===== config.mk =====
export PLATFORM = sky130hd
export DESIGN_NAME = texture_tile_swizzle_unit
export DESIGN_NICKNAME = d
export VERILOG_FILES = /design/src/hdl/tsw_pkg.sv /design/src/hdl/tsw_cfg_regs.sv /design/src/hdl/tsw_map.sv /design/src/hdl/texture_tile_swizzle_unit.sv
export SDC_FILE = /design/constraint.sdc
export NUM_CORES = 1
export LEC_CHECK = 0
export BUFFER_PORTS_ARGS = -buffer_cell sky130_fd_sc_hd__buf_2
export CORE_ASPECT_RATIO = 0.5
export CORE_UTILIZATION = 45
export CTS_CLUSTER_DIAMETER = 120
export DETAILED_ROUTE_END_ITERATION = 10
export GPL_ROUTABILITY_DRIVEN = 0
export SYNTH_ARGS = -nofsm -noshare
export SYNTH_HDL_FRONTEND = slang
export SYNTH_SLANG_ARGS = --single-unit

===== constraint.sdc =====
create_clock -name clk_i -period 6.9 [get_ports clk_i]
set_input_delay 1.38 -clock clk_i [delete_from_list [all_inputs] [get_ports clk_i]]
set_output_delay 1.38 -clock clk_i [all_outputs]
set_load 0.05 [all_outputs]

===== src/hdl/tsw_pkg.sv =====
// shared types and constants of the texture tile swizzle unit
// no dependencies
package tsw_pkg;

  // field widths
  localparam int PIX_W    = 10;
  localparam int VALUE_W  = 32;
  localparam int FMT_W    = 4;
  localparam int DIM_REG_W = 11;
  localparam int OFF_W    = 22;
  localparam int DATA_W   = 16;

  // configuration port
  localparam int CFG_IDX_W  = 2;
  localparam int CFG_DATA_W = 11;

  localparam logic [CFG_IDX_W-1:0] REG_FORMAT = 2'd0;
  localparam logic [CFG_IDX_W-1:0] REG_WIDTH  = 2'd1;
  localparam logic [CFG_IDX_W-1:0] REG_HEIGHT = 2'd2;
  localparam logic [CFG_IDX_W-1:0] REG_SWAP   = 2'd3;

  // texture format codes
  localparam logic [FMT_W-1:0] FMT_I4    = 4'd2;
  localparam logic [FMT_W-1:0] FMT_RGBA8 = 4'd3;
  localparam logic [FMT_W-1:0] FMT_I8    = 4'd4;
  localparam logic [FMT_W-1:0] FMT_IA4   = 4'd6;
  localparam logic [FMT_W-1:0] FMT_C8    = 4'd8;

  // reset values of the registers
  localparam logic [FMT_W-1:0]     FORMAT_RST = 4'd0;
  localparam logic [DIM_REG_W-1:0] DIM_RST    = 11'd4;

  localparam int MAX_DIM_DEF = 1024;

  typedef struct packed {
    logic [PIX_W-1:0]   pixel_x;
    logic [PIX_W-1:0]   pixel_y;
    logic [VALUE_W-1:0] pixel_value;
  } pixel_in_t;

  typedef struct packed {
    logic [OFF_W-1:0]  byte_offset;
    logic [DATA_W-1:0] write_data;
    logic              is_halfword;
    logic              coord_error;
    logic              last;
  } result_t;

  typedef struct packed {
    logic [FMT_W-1:0]     format_code;
    logic [DIM_REG_W-1:0] image_width;
    logic [DIM_REG_W-1:0] image_height;
    logic                 endian_swap;
  } cfg_t;

endpackage


===== src/hdl/tsw_cfg_regs.sv =====
// configuration register file of the texture tile swizzle unit
// depends on tsw_pkg
module tsw_cfg_regs (
  input  logic                               clk_i,
  input  logic                               rst_ni,
  input  logic                               cfg_we_i,
  input  logic [tsw_pkg::CFG_IDX_W-1:0]      cfg_idx_i,
  input  logic [tsw_pkg::CFG_DATA_W-1:0]     cfg_wdata_i,
  output tsw_pkg::cfg_t                      cfg_o
);

  tsw_pkg::cfg_t cfg_q, cfg_d;

  // register write decode
  always_comb begin
    cfg_d = cfg_q;
    if (cfg_we_i) begin
      unique case (cfg_idx_i)
        tsw_pkg::REG_FORMAT: cfg_d.format_code  = cfg_wdata_i[tsw_pkg::FMT_W-1:0];
        tsw_pkg::REG_WIDTH:  cfg_d.image_width  = cfg_wdata_i[tsw_pkg::DIM_REG_W-1:0];
        tsw_pkg::REG_HEIGHT: cfg_d.image_height = cfg_wdata_i[tsw_pkg::DIM_REG_W-1:0];
        tsw_pkg::REG_SWAP:   cfg_d.endian_swap  = cfg_wdata_i[0];
        default:             cfg_d = cfg_q;
      endcase
    end
  end

  always_ff @(posedge clk_i or negedge rst_ni) begin
    if (!rst_ni) begin
      cfg_q.format_code  <= tsw_pkg::FORMAT_RST;
      cfg_q.image_width  <= tsw_pkg::DIM_RST;
      cfg_q.image_height <= tsw_pkg::DIM_RST;
      cfg_q.endian_swap  <= 1'b0;
    end else begin
      cfg_q <= cfg_d;
    end
  end

  assign cfg_o = cfg_q;

endmodule


===== src/hdl/tsw_map.sv =====
// tile address and write data mapping for one pixel and one result phase
// depends on tsw_pkg; purely combinational
module tsw_map #(
  parameter int MAX_DIM = tsw_pkg::MAX_DIM_DEF
) (
  input  tsw_pkg::cfg_t      cfg_i,
  input  tsw_pkg::pixel_in_t pix_i,
  input  logic               phase_i,
  output logic               no_result_o,
  output tsw_pkg::result_t   res_o
);

  localparam int DIM_W  = $clog2(MAX_DIM + 1);
  localparam int CW     = (DIM_W > tsw_pkg::DIM_REG_W) ? DIM_W : tsw_pkg::DIM_REG_W;
  localparam int TILE_W = CW - 1;
  localparam int ROW_W  = tsw_pkg::PIX_W - 2;
  localparam int PW     = ROW_W + TILE_W + 1;
  localparam int OW     = PW + 6;

  logic [CW-1:0]       w_ext, h_ext, w_cl, h_cl;
  logic [CW:0]         w_p4, w_p8;
  logic [TILE_W-1:0]   tiles4, tiles8, tiles_sel;
  logic [ROW_W-1:0]    x_tile;
  logic [ROW_W+TILE_W-1:0] prod;
  logic [PW-1:0]       tile;
  logic [OW-1:0]       off_full;
  logic                is_rgba, is_8bit, outside;
  logic [7:0]          b0, b1, b2, b3;
  logic [tsw_pkg::PIX_W-1:0] px, py;

  assign px = pix_i.pixel_x;
  assign py = pix_i.pixel_y;
  assign b0 = pix_i.pixel_value[7:0];
  assign b1 = pix_i.pixel_value[15:8];
  assign b2 = pix_i.pixel_value[23:16];
  assign b3 = pix_i.pixel_value[31:24];

  // format classes
  assign no_result_o = (cfg_i.format_code == tsw_pkg::FMT_I4);
  assign is_rgba     = (cfg_i.format_code == tsw_pkg::FMT_RGBA8);
  assign is_8bit     = (cfg_i.format_code == tsw_pkg::FMT_I8)
                    || (cfg_i.format_code == tsw_pkg::FMT_IA4)
                    || (cfg_i.format_code == tsw_pkg::FMT_C8);

  // dimensions clamped to the largest supported size
  assign w_ext = CW'(cfg_i.image_width);
  assign h_ext = CW'(cfg_i.image_height);
  assign w_cl  = (w_ext > CW'(MAX_DIM)) ? CW'(MAX_DIM) : w_ext;
  assign h_cl  = (h_ext > CW'(MAX_DIM)) ? CW'(MAX_DIM) : h_ext;
  assign outside = (CW'(px) >= w_cl) || (CW'(py) >= h_cl);

  // tiles per tile row, rounded up
  assign w_p4   = {1'b0, w_cl} + (CW+1)'(3);
  assign w_p8   = {1'b0, w_cl} + (CW+1)'(7);
  assign tiles4 = w_p4[CW:2];
  assign tiles8 = TILE_W'(w_p8[CW:3]);

  // tile index: one shared multiply for all formats
  assign tiles_sel = is_8bit ? tiles8 : tiles4;
  assign x_tile    = is_8bit ? {1'b0, px[tsw_pkg::PIX_W-1:3]} : px[tsw_pkg::PIX_W-1:2];
  assign prod      = (ROW_W+TILE_W)'(py[tsw_pkg::PIX_W-1:2])
                   * (ROW_W+TILE_W)'(tiles_sel);
  assign tile      = PW'(prod) + PW'(x_tile);

  // byte offset inside the buffer; slot bits sit below the tile base
  always_comb begin
    priority if (is_rgba) begin
      off_full = {tile, phase_i, py[1:0], px[1:0], 1'b0};
    end else if (is_8bit) begin
      off_full = {1'b0, tile, py[1:0], px[2:0]};
    end else begin
      off_full = {1'b0, tile, py[1:0], px[1:0], 1'b0};
    end
  end

  // result fields
  always_comb begin
    res_o = '0;
    priority if (outside) begin
      res_o.coord_error = 1'b1;
      res_o.last        = 1'b1;
    end else if (is_rgba) begin
      res_o.byte_offset = off_full[tsw_pkg::OFF_W-1:0];
      res_o.write_data  = phase_i ? {b1, b2} : {b3, b0};
      res_o.is_halfword = 1'b1;
      res_o.last        = phase_i;
    end else if (is_8bit) begin
      res_o.byte_offset = off_full[tsw_pkg::OFF_W-1:0];
      res_o.write_data  = {8'h00, b0};
      res_o.last        = 1'b1;
    end else begin
      res_o.byte_offset = off_full[tsw_pkg::OFF_W-1:0];
      res_o.write_data  = cfg_i.endian_swap ? {b0, b1} : {b1, b0};
      res_o.is_halfword = 1'b1;
      res_o.last        = 1'b1;
    end
  end

endmodule


===== src/hdl/texture_tile_swizzle_unit.sv =====
// Texture tile swizzle unit: maps linear-image pixels to tiled buffer writes.
// Request channel in_valid_i/in_ready_o carries one pixel (x, y, value);
// result channel out_valid_o/out_ready_i carries one write (offset, data,
// size, coordinate error, last). Both are valid/ready, taken when both high.
// Configuration goes through cfg_we_i/cfg_idx_i/cfg_wdata_i; the user must
// write it only while no request is in flight; the block does not enforce it.
// A taken request is held in the input register, and its result is then
// registered in the result register.
// Throughput: one request per cycle for 8-bit and 16-bit formats while the
// receiver does not stall; each RGBA8 request yields two halfword results
// through the single result register. A 4-bit request is consumed silently.
// A coordinate outside the image yields one flagged result with no write.
// Reset clears both stages and loads format 0, a 4x4 image and no swap.
// When the receiver stalls, the result register holds; one more request
// waits in the input register and the request channel then drops ready.
// Depends on tsw_pkg, tsw_cfg_regs and tsw_map.
module texture_tile_swizzle_unit #(
  parameter int MAX_DIM = tsw_pkg::MAX_DIM_DEF
) (
  input  logic                           clk_i,
  input  logic                           rst_ni,
  input  logic                           in_valid_i,
  output logic                           in_ready_o,
  input  tsw_pkg::pixel_in_t             in_req_i,
  output logic                           out_valid_o,
  input  logic                           out_ready_i,
  output tsw_pkg::result_t               out_res_o,
  input  logic                           cfg_we_i,
  input  logic [tsw_pkg::CFG_IDX_W-1:0]  cfg_idx_i,
  input  logic [tsw_pkg::CFG_DATA_W-1:0] cfg_wdata_i
);

  tsw_pkg::cfg_t      cfg;
  tsw_pkg::pixel_in_t s1_q, s1_d;
  tsw_pkg::result_t   res, out_q, out_d;
  logic               s1_valid_q, s1_valid_d;
  logic               phase_q, phase_d;
  logic               out_valid_q, out_valid_d;
  logic               no_result, has_res, out_free, out_load, s1_release, in_take;

  tsw_cfg_regs u_cfg (
    .clk_i       (clk_i),
    .rst_ni      (rst_ni),
    .cfg_we_i    (cfg_we_i),
    .cfg_idx_i   (cfg_idx_i),
    .cfg_wdata_i (cfg_wdata_i),
    .cfg_o       (cfg)
  );

  tsw_map #(
    .MAX_DIM (MAX_DIM)
  ) u_map (
    .cfg_i       (cfg),
    .pix_i       (s1_q),
    .phase_i     (phase_q),
    .no_result_o (no_result),
    .res_o       (res)
  );

  // stage handshakes
  assign has_res    = s1_valid_q && !no_result;
  assign out_free   = !out_valid_q || out_ready_i;
  assign out_load   = has_res && out_free;
  assign s1_release = s1_valid_q && (no_result || (out_load && res.last));
  assign in_ready_o = !s1_valid_q || s1_release;
  assign in_take    = in_valid_i && in_ready_o;

  // input register and result phase
  always_comb begin
    s1_d       = in_take ? in_req_i : s1_q;
    s1_valid_d = in_take || (s1_valid_q && !s1_release);
    phase_d    = phase_q;
    if (out_load && !res.last) begin
      phase_d = 1'b1;
    end else if (s1_release) begin
      phase_d = 1'b0;
    end
  end

  // result register
  always_comb begin
    out_d       = out_load ? res : out_q;
    out_valid_d = out_load || (out_valid_q && !out_ready_i);
  end

  always_ff @(posedge clk_i or negedge rst_ni) begin
    if (!rst_ni) begin
      s1_valid_q  <= 1'b0;
      phase_q     <= 1'b0;
      out_valid_q <= 1'b0;
    end else begin
      s1_valid_q  <= s1_valid_d;
      phase_q     <= phase_d;
      out_valid_q <= out_valid_d;
    end
  end

  always_ff @(posedge clk_i) begin
    s1_q  <= s1_d;
    out_q <= out_d;
  end

  assign out_valid_o = out_valid_q;
  assign out_res_o   = out_q;

endmodule


# After elaboration in Yosys (flattened, before gate mapping)
# Index checks and enable logic that the tools add are counted.
# W data, S select, Z words.
[op_classes]
addsub = 3
mul = 1
div_mod_pow = 0
order_cmp = 4
n_eq_ne = 8
shifts = 0
mux = 16
bitwise = 0
reduce_logical = 28
[ops]
columns = ["cell", "n"]
rows = [
  ["$mux W16", 3],
  ["$ge A10 B11 Y1", 2],
  ["$gt A11 B11 Y1 const B", 2],
  ["$mux W11", 2],
  ["$mux W22", 1],
  ["$add A17 B8 Y17", 1],
  ["$mul A8 B10 Y17", 1],
  ["$mux W17", 1],
  ["$add A11 B2 Y12 const B", 1],
  ["$add A11 B3 Y12 const B", 1],
  ["$mux W10", 1],
  ["$eq A4 B2 Y1 const B", 2],
  ["$eq A4 B3 Y1 const B", 2],
  ["$logic_and A1 B1 Y1", 8],
  ["$logic_or A1 B1 Y1", 8],
  ["$mux W8", 1],
  ["$reduce_and A2 Y1", 4],
  ["$logic_not A1 Y1", 6],
  ["$mux W1", 6],
  ["$eq A2 B2 Y1 const B", 2],
  ["$eq A4 B4 Y1 const B", 1],
  ["$mux W3", 1],
  ["$eq A2 B1 Y1 const B", 1],
  ["$logic_not A2 Y1", 1],
  ["$reduce_bool A2 Y1", 1],
]
[totals]
ff_bits = 123
latch_bits = 0
ram_bits = 0
rom_bits = 0
in_bits = 70
output_inout_bits = 43
elab_cells = 75
mem_count = 0

# Longest topological paths before layout
[logic_depth]
word_depth = 11
depth_mapped = 23

# Hierarchy
# A second synthesis with hierarchy kept.
[unflattened]
cells_unflattened = 774
hier_area_um2 = 8709.6
[by_module_without_submodules]
columns = ["module", "instances", "cells_each", "area_per_inst_um2", "seq_area_each_um2"]
rows = [
  ["tsw_map", 1, 606, 4648.2, 0.0],
  ["texture_tile_swizzle_unit", 1, 108, 2949.1, 2867.8],
  ["tsw_cfg_regs", 1, 60, 1112.3, 678.2],
]

# Worst setup path before layout
# OpenSTA, ideal clock, no wires.
[synth_path]
kind = "register to register"
from = "register u_cfg.cfg_q, in the netlist u_cfg.cfg_o[25]"
to = "register out_q, in the netlist out_res_o[40], data pin"
setup_ps = 180
arrival_ps = 5409
setup_slack_ps = 1311
path_stages_with_launch = 21
n_path_buf = 2
period_less_slack_ps = 5589
cell_sequence = "dfrtp_1 or3b_1 a21oi_4 buf_6 mux2i_1 a2bb2oi_2 and2_1 fa_1 fa_1 fa_1 inv_1 fa_1 inv_1 ha_1 clkbuf_1 a21o_1 a21oi_1 o21ai_0 a21o_1 a211o_1 a221oi_1"
[synth_via]
elab_chain_cells = 7
[synth_rtl]
columns = ["item", "line_no", "text"]
rows = [
  ["from (decl)", "tsw_cfg_regs.sv:12", "tsw_pkg::cfg_t cfg_q, cfg_d;"],
  ["from (signal assigned)", "tsw_cfg_regs.sv:35", "cfg_q <= cfg_d;"],
  ["$eq A4 B3 Y1 (on tied branches)", "tsw_map.sv:41, tsw_map.sv:42", ""],
  ["$logic_or A1 B1 Y1", "tsw_map.sv:42", "|| (cfg_i.format_code == tsw_pkg::FMT_IA4)"],
  ["$logic_or A1 B1 Y1", "tsw_map.sv:43", "|| (cfg_i.format_code == tsw_pkg::FMT_C8);"],
  ["$mux W10", "tsw_map.sv:59", "assign tiles_sel = is_8bit ? tiles8 : tiles4;"],
  ["$mul A8 B10 Y17", "tsw_map.sv:62", "* (ROW_W+TILE_W)'(tiles_sel);"],
  ["$add A17 B8 Y17", "tsw_map.sv:63", "assign tile = PW'(prod) + PW'(x_tile);"],
  ["$mux W22 (*)", "tsw_map.sv:67", "priority if (is_rgba) begin"],
  ["to (signal assigned)", "texture_tile_swizzle_unit.sv:100", "out_q <= out_d;"],
  ["to (decl)", "texture_tile_swizzle_unit.sv:35", "tsw_pkg::result_t res, out_q, out_d;"],
]
# Every way passes the cells marked *; elsewhere a longest branch is shown, timed or not.
# A chain may end at the register's enable or synchronous reset.

# Worst setup path after layout
[layout_path]
from = "register u_cfg.cfg_q, in the netlist u_cfg.cfg_o[22]"
to = "register out_q, in the netlist out_res_o[40], data pin"
[layout_via]
elab_chain_cells = 7
[layout_rtl]
columns = ["item", "line_no", "text"]
rows = [
  ["$gt A11 B11 Y1", "tsw_map.sv:48", "assign w_cl = (w_ext > CW'(MAX_DIM)) ? CW'(MAX_DIM) : w_ext;"],
  ["$mux W11 (*)", "tsw_map.sv:48", ""],
  ["$add A11 B2 Y12 or $add A11 B3 Y12 (tied branches)", "tsw_map.sv:53, tsw_map.sv:54", ""],
  ["$mux W10", "tsw_map.sv:59", ""],
  ["$mul A8 B10 Y17", "tsw_map.sv:62", ""],
  ["$add A17 B8 Y17", "tsw_map.sv:63", ""],
  ["$mux W22", "tsw_map.sv:67", ""],
]
# Marked as above.

==> results.cfg <==
[clock_tree]
post_cts_resized = 0
clkSlewWorstSetupHoldPaths_ns = 0.07
clkSinkCount = 123
ctsHoldBuffers = 0
cts.path.max_buffers = 2
cts-root-buf = clkbuf_16
post_cts_buffers = 0
cts_tree = built
clk_latency_ns = 0.42
numCtsBuffers = 17
htree_levels = 4

[power]
power.switching_mw = 2.637
p_int_mw = 2.913
pwr-share-seq_pct = 20.9
p_sw_share_pct = 47.52
ir_drop_mv = 0.2835
pwr-share-comb_pct = 63.3
fin_total_pwr_mw = 5.550
power_density_nw_per_um2 = 549.5
leakage_nw = 4.460
clkPwrFrac_pct = 15.8

[timing]
finalClockSkew_ns = 0.01317
period_share_pct = 90.84
hold_viol = 0
tns_ns = 0
drv_slew = 0
layout_setup_ws_ns = 0.6323
setup_viol = 0
fin_hold_ws_ns = 0.5085
tightest_slew_ns = 0.7118
period_needed_ns = 6.268
rsz0062_at_grt = false
max_freq_ghz = 0.1595
slew_headroom_pct = 52.55

[worst_setup_path]
arrival_ns = 6.51
startpoint_type = register
worst-setup-path-type = reg2reg
critPathRequiredTime_ns = 7.14
cp-end-kind = register
worstPathMaxFanout = 21

[min_path]
hold_class = reg2reg

[final_layout]
fin_cells = 1183
layout-drive-gt1-share_pct = 21.58
fill_cells = 1673
post-route-util_pct = 54.14
area_delta_synth_final_pct = 16.13
fin_area_um2 = 10100
nets = 1092

[synthesis]
yosysUniqueCellTypes = 66
synth_edf_count = 93
ys_top_cells_by_count = edfxtp_1, inv_1, nand2_1
ys.warnings.count = 0
synth_area_leaders = edfxtp_1, fa_1, ha_1
synth_top_family_by_area = adder cells
yosysTopAreaCell = edfxtp_1
synth-main-ff-cell = edfxtp_1
synth.mux.area_fraction_pct = 6.718
synthCells = 795
synth_compound_area_share_pct = 9.481
netlist_area_um2 = 8697
synth_most_common_cell = edfxtp_1
synth_xor_area_share_pct = 1.208
synth-adder-area-share_pct = 21.00
synth-seq-area-share_pct = 40.77
ys_ff_latch = 123
synth.top_cell.area_share_pct = 32.11
ys_async_sr_fraction_pct = 24.39
syn_area_per_cell_um2 = 10.94
synthSimpleGateAreaFrac_pct = 15.49

[global_routing]
track_usage_pct = 21.04
grt_overflow = 0
grt_max_degree = 40
grt_pass1_vias = 6307
grt_pass1_wl_um = 32040
antenna_found_initial = 3

[drt]
first_pass_iters = 5
drc = 0
via_per_inst = 5.193
drtAntennaViolNets = 0
first_iter_violations = 346
wire_per_inst_um = 16.32
vias = 6143
routed_wirelength_um = 19310

[place]
placed_area_um2 = 9532
place_worst_setup_slack_ns = 0.6531
dp_cells = 1149
io_buffers = 112
dpl.hpwl_um = 14670

[floorplanning]
start_util_pct = 46.62
die_y_um = 100.3
dieArea_um2 = 19920
die_x_um = 198.6
io_pins = 113
rows = 35
core_um2 = 18660

[status]
outcome = completed

[flow_run]
cap_violations = 0
-- sequential cells by signal, indices dropped and copies added, names as in the netlist --
name and count:
s1_q 52, u_cfg.cfg_o 27, out_res_o 41, phase_q 1, out_valid_o 1, s1_valid_q 1
-- cell usage in the layout (no fill, tap or decap), drive strengths merged, types with 15 or more instances in the layout --
cell type	Yosys	layout
buf	14	119
inv	87	97
edfxtp	93	93
nand2	59	59
ha	58	58
fa	55	55
and2	46	46
nor2	44	44
a21oi	44	44
mux2i	28	28
dfrtp	28	28
mux2	27	27
nand2b	23	23
nand3	22	22
clkbuf	15	18
o21ai	17	17
nor2b	15	15
nor3	15	15
-- cell type report --
cell class	count	area, um^2	share of cell area [%]
Inverter	87	326.6	3.233
Sequential cell	123	3546	35.11
Clock buffer	18	429.2	4.249
Tap cell	259	324.1	3.209
Timing Repair Buffer	119	613.1	6.070
Antenna cell	2	5.005	0.04955
Multi-Input combinational cell	561	4722	46.75
Clock inverter	14	133.9	1.326
-- kinds of logic (layout without fill, tap and decap cells) --
| group | Yosys count | after routing |
|---|---|---|
| buf+inv | 116 | 238 |
| other cells | 2 | 9 |
| xor+xnor | 12 | 12 |
| compound gates | 118 | 118 |
| fa+ha+maj | 113 | 113 |
| mux | 55 | 55 |
| flops | 123 | 123 |
| simple gates | 256 | 256 |
-- metal layers --
metal	up-vias	routed length, um	GRT usage [%]
met2	148	8708	34.10
li1	2982	-	-
met3	34	1027	5.578
met5	-	0	0
met1	2979	9220	27.49
met4	0	352	7.101
-- worst max-delay path, stage by stage (launching register included) --
cell and delay [ns]:
dfrtp_1 0.64, nand2b_1 0.37, or3_1 0.46, nor3_2 0.25
o32ai_1 0.12, a21oi_2 0.39, nor2b_1 0.13, fa_1 0.57
fa_1 0.44, fa_1 0.54, inv_1 0.05, fa_1 0.53
inv_1 0.04, ha_1 0.40, a21o_1 0.22, a21oi_1 0.14
o21ai_0 0.10, a21o_1 0.19, a211o_1 0.29, a221oi_1 0.23
-- worst paths after layout --
kind / from / to / slack (ns) / depth (start not counted)
max: u_cfg.cfg_o[22] / out_res_o[40] / 0.63 / 19
min: u_cfg.cfg_o[2] / u_cfg.cfg_o[2] / 0.51 / 1
max reg2reg: u_cfg.cfg_o[22] / out_res_o[40] / 0.63 / 19
min reg2reg: u_cfg.cfg_o[2] / u_cfg.cfg_o[2] / 0.51 / 1
max in group asynchronous: rst_ni / s1_valid_q / 5.44 / 1
min in group asynchronous: rst_ni / u_cfg.cfg_o[11] / 1.00 / 1
-- power groups by stage --
stage | clock network (mW) | registers, mW | logic, mW
after CTS | 0.889 | 1.16 | 3.56
after global placement | 0 | 1.17 | 3.49
after global routing | 0.920 | 1.18 | 4.05
after detailed placement | 0 | 1.17 | 3.53
after floorplan | 0 | 1.41 | 2.55
final | 0.876 | 1.16 | 3.52
No activity file was read; power rests on OpenSTA's default activity.
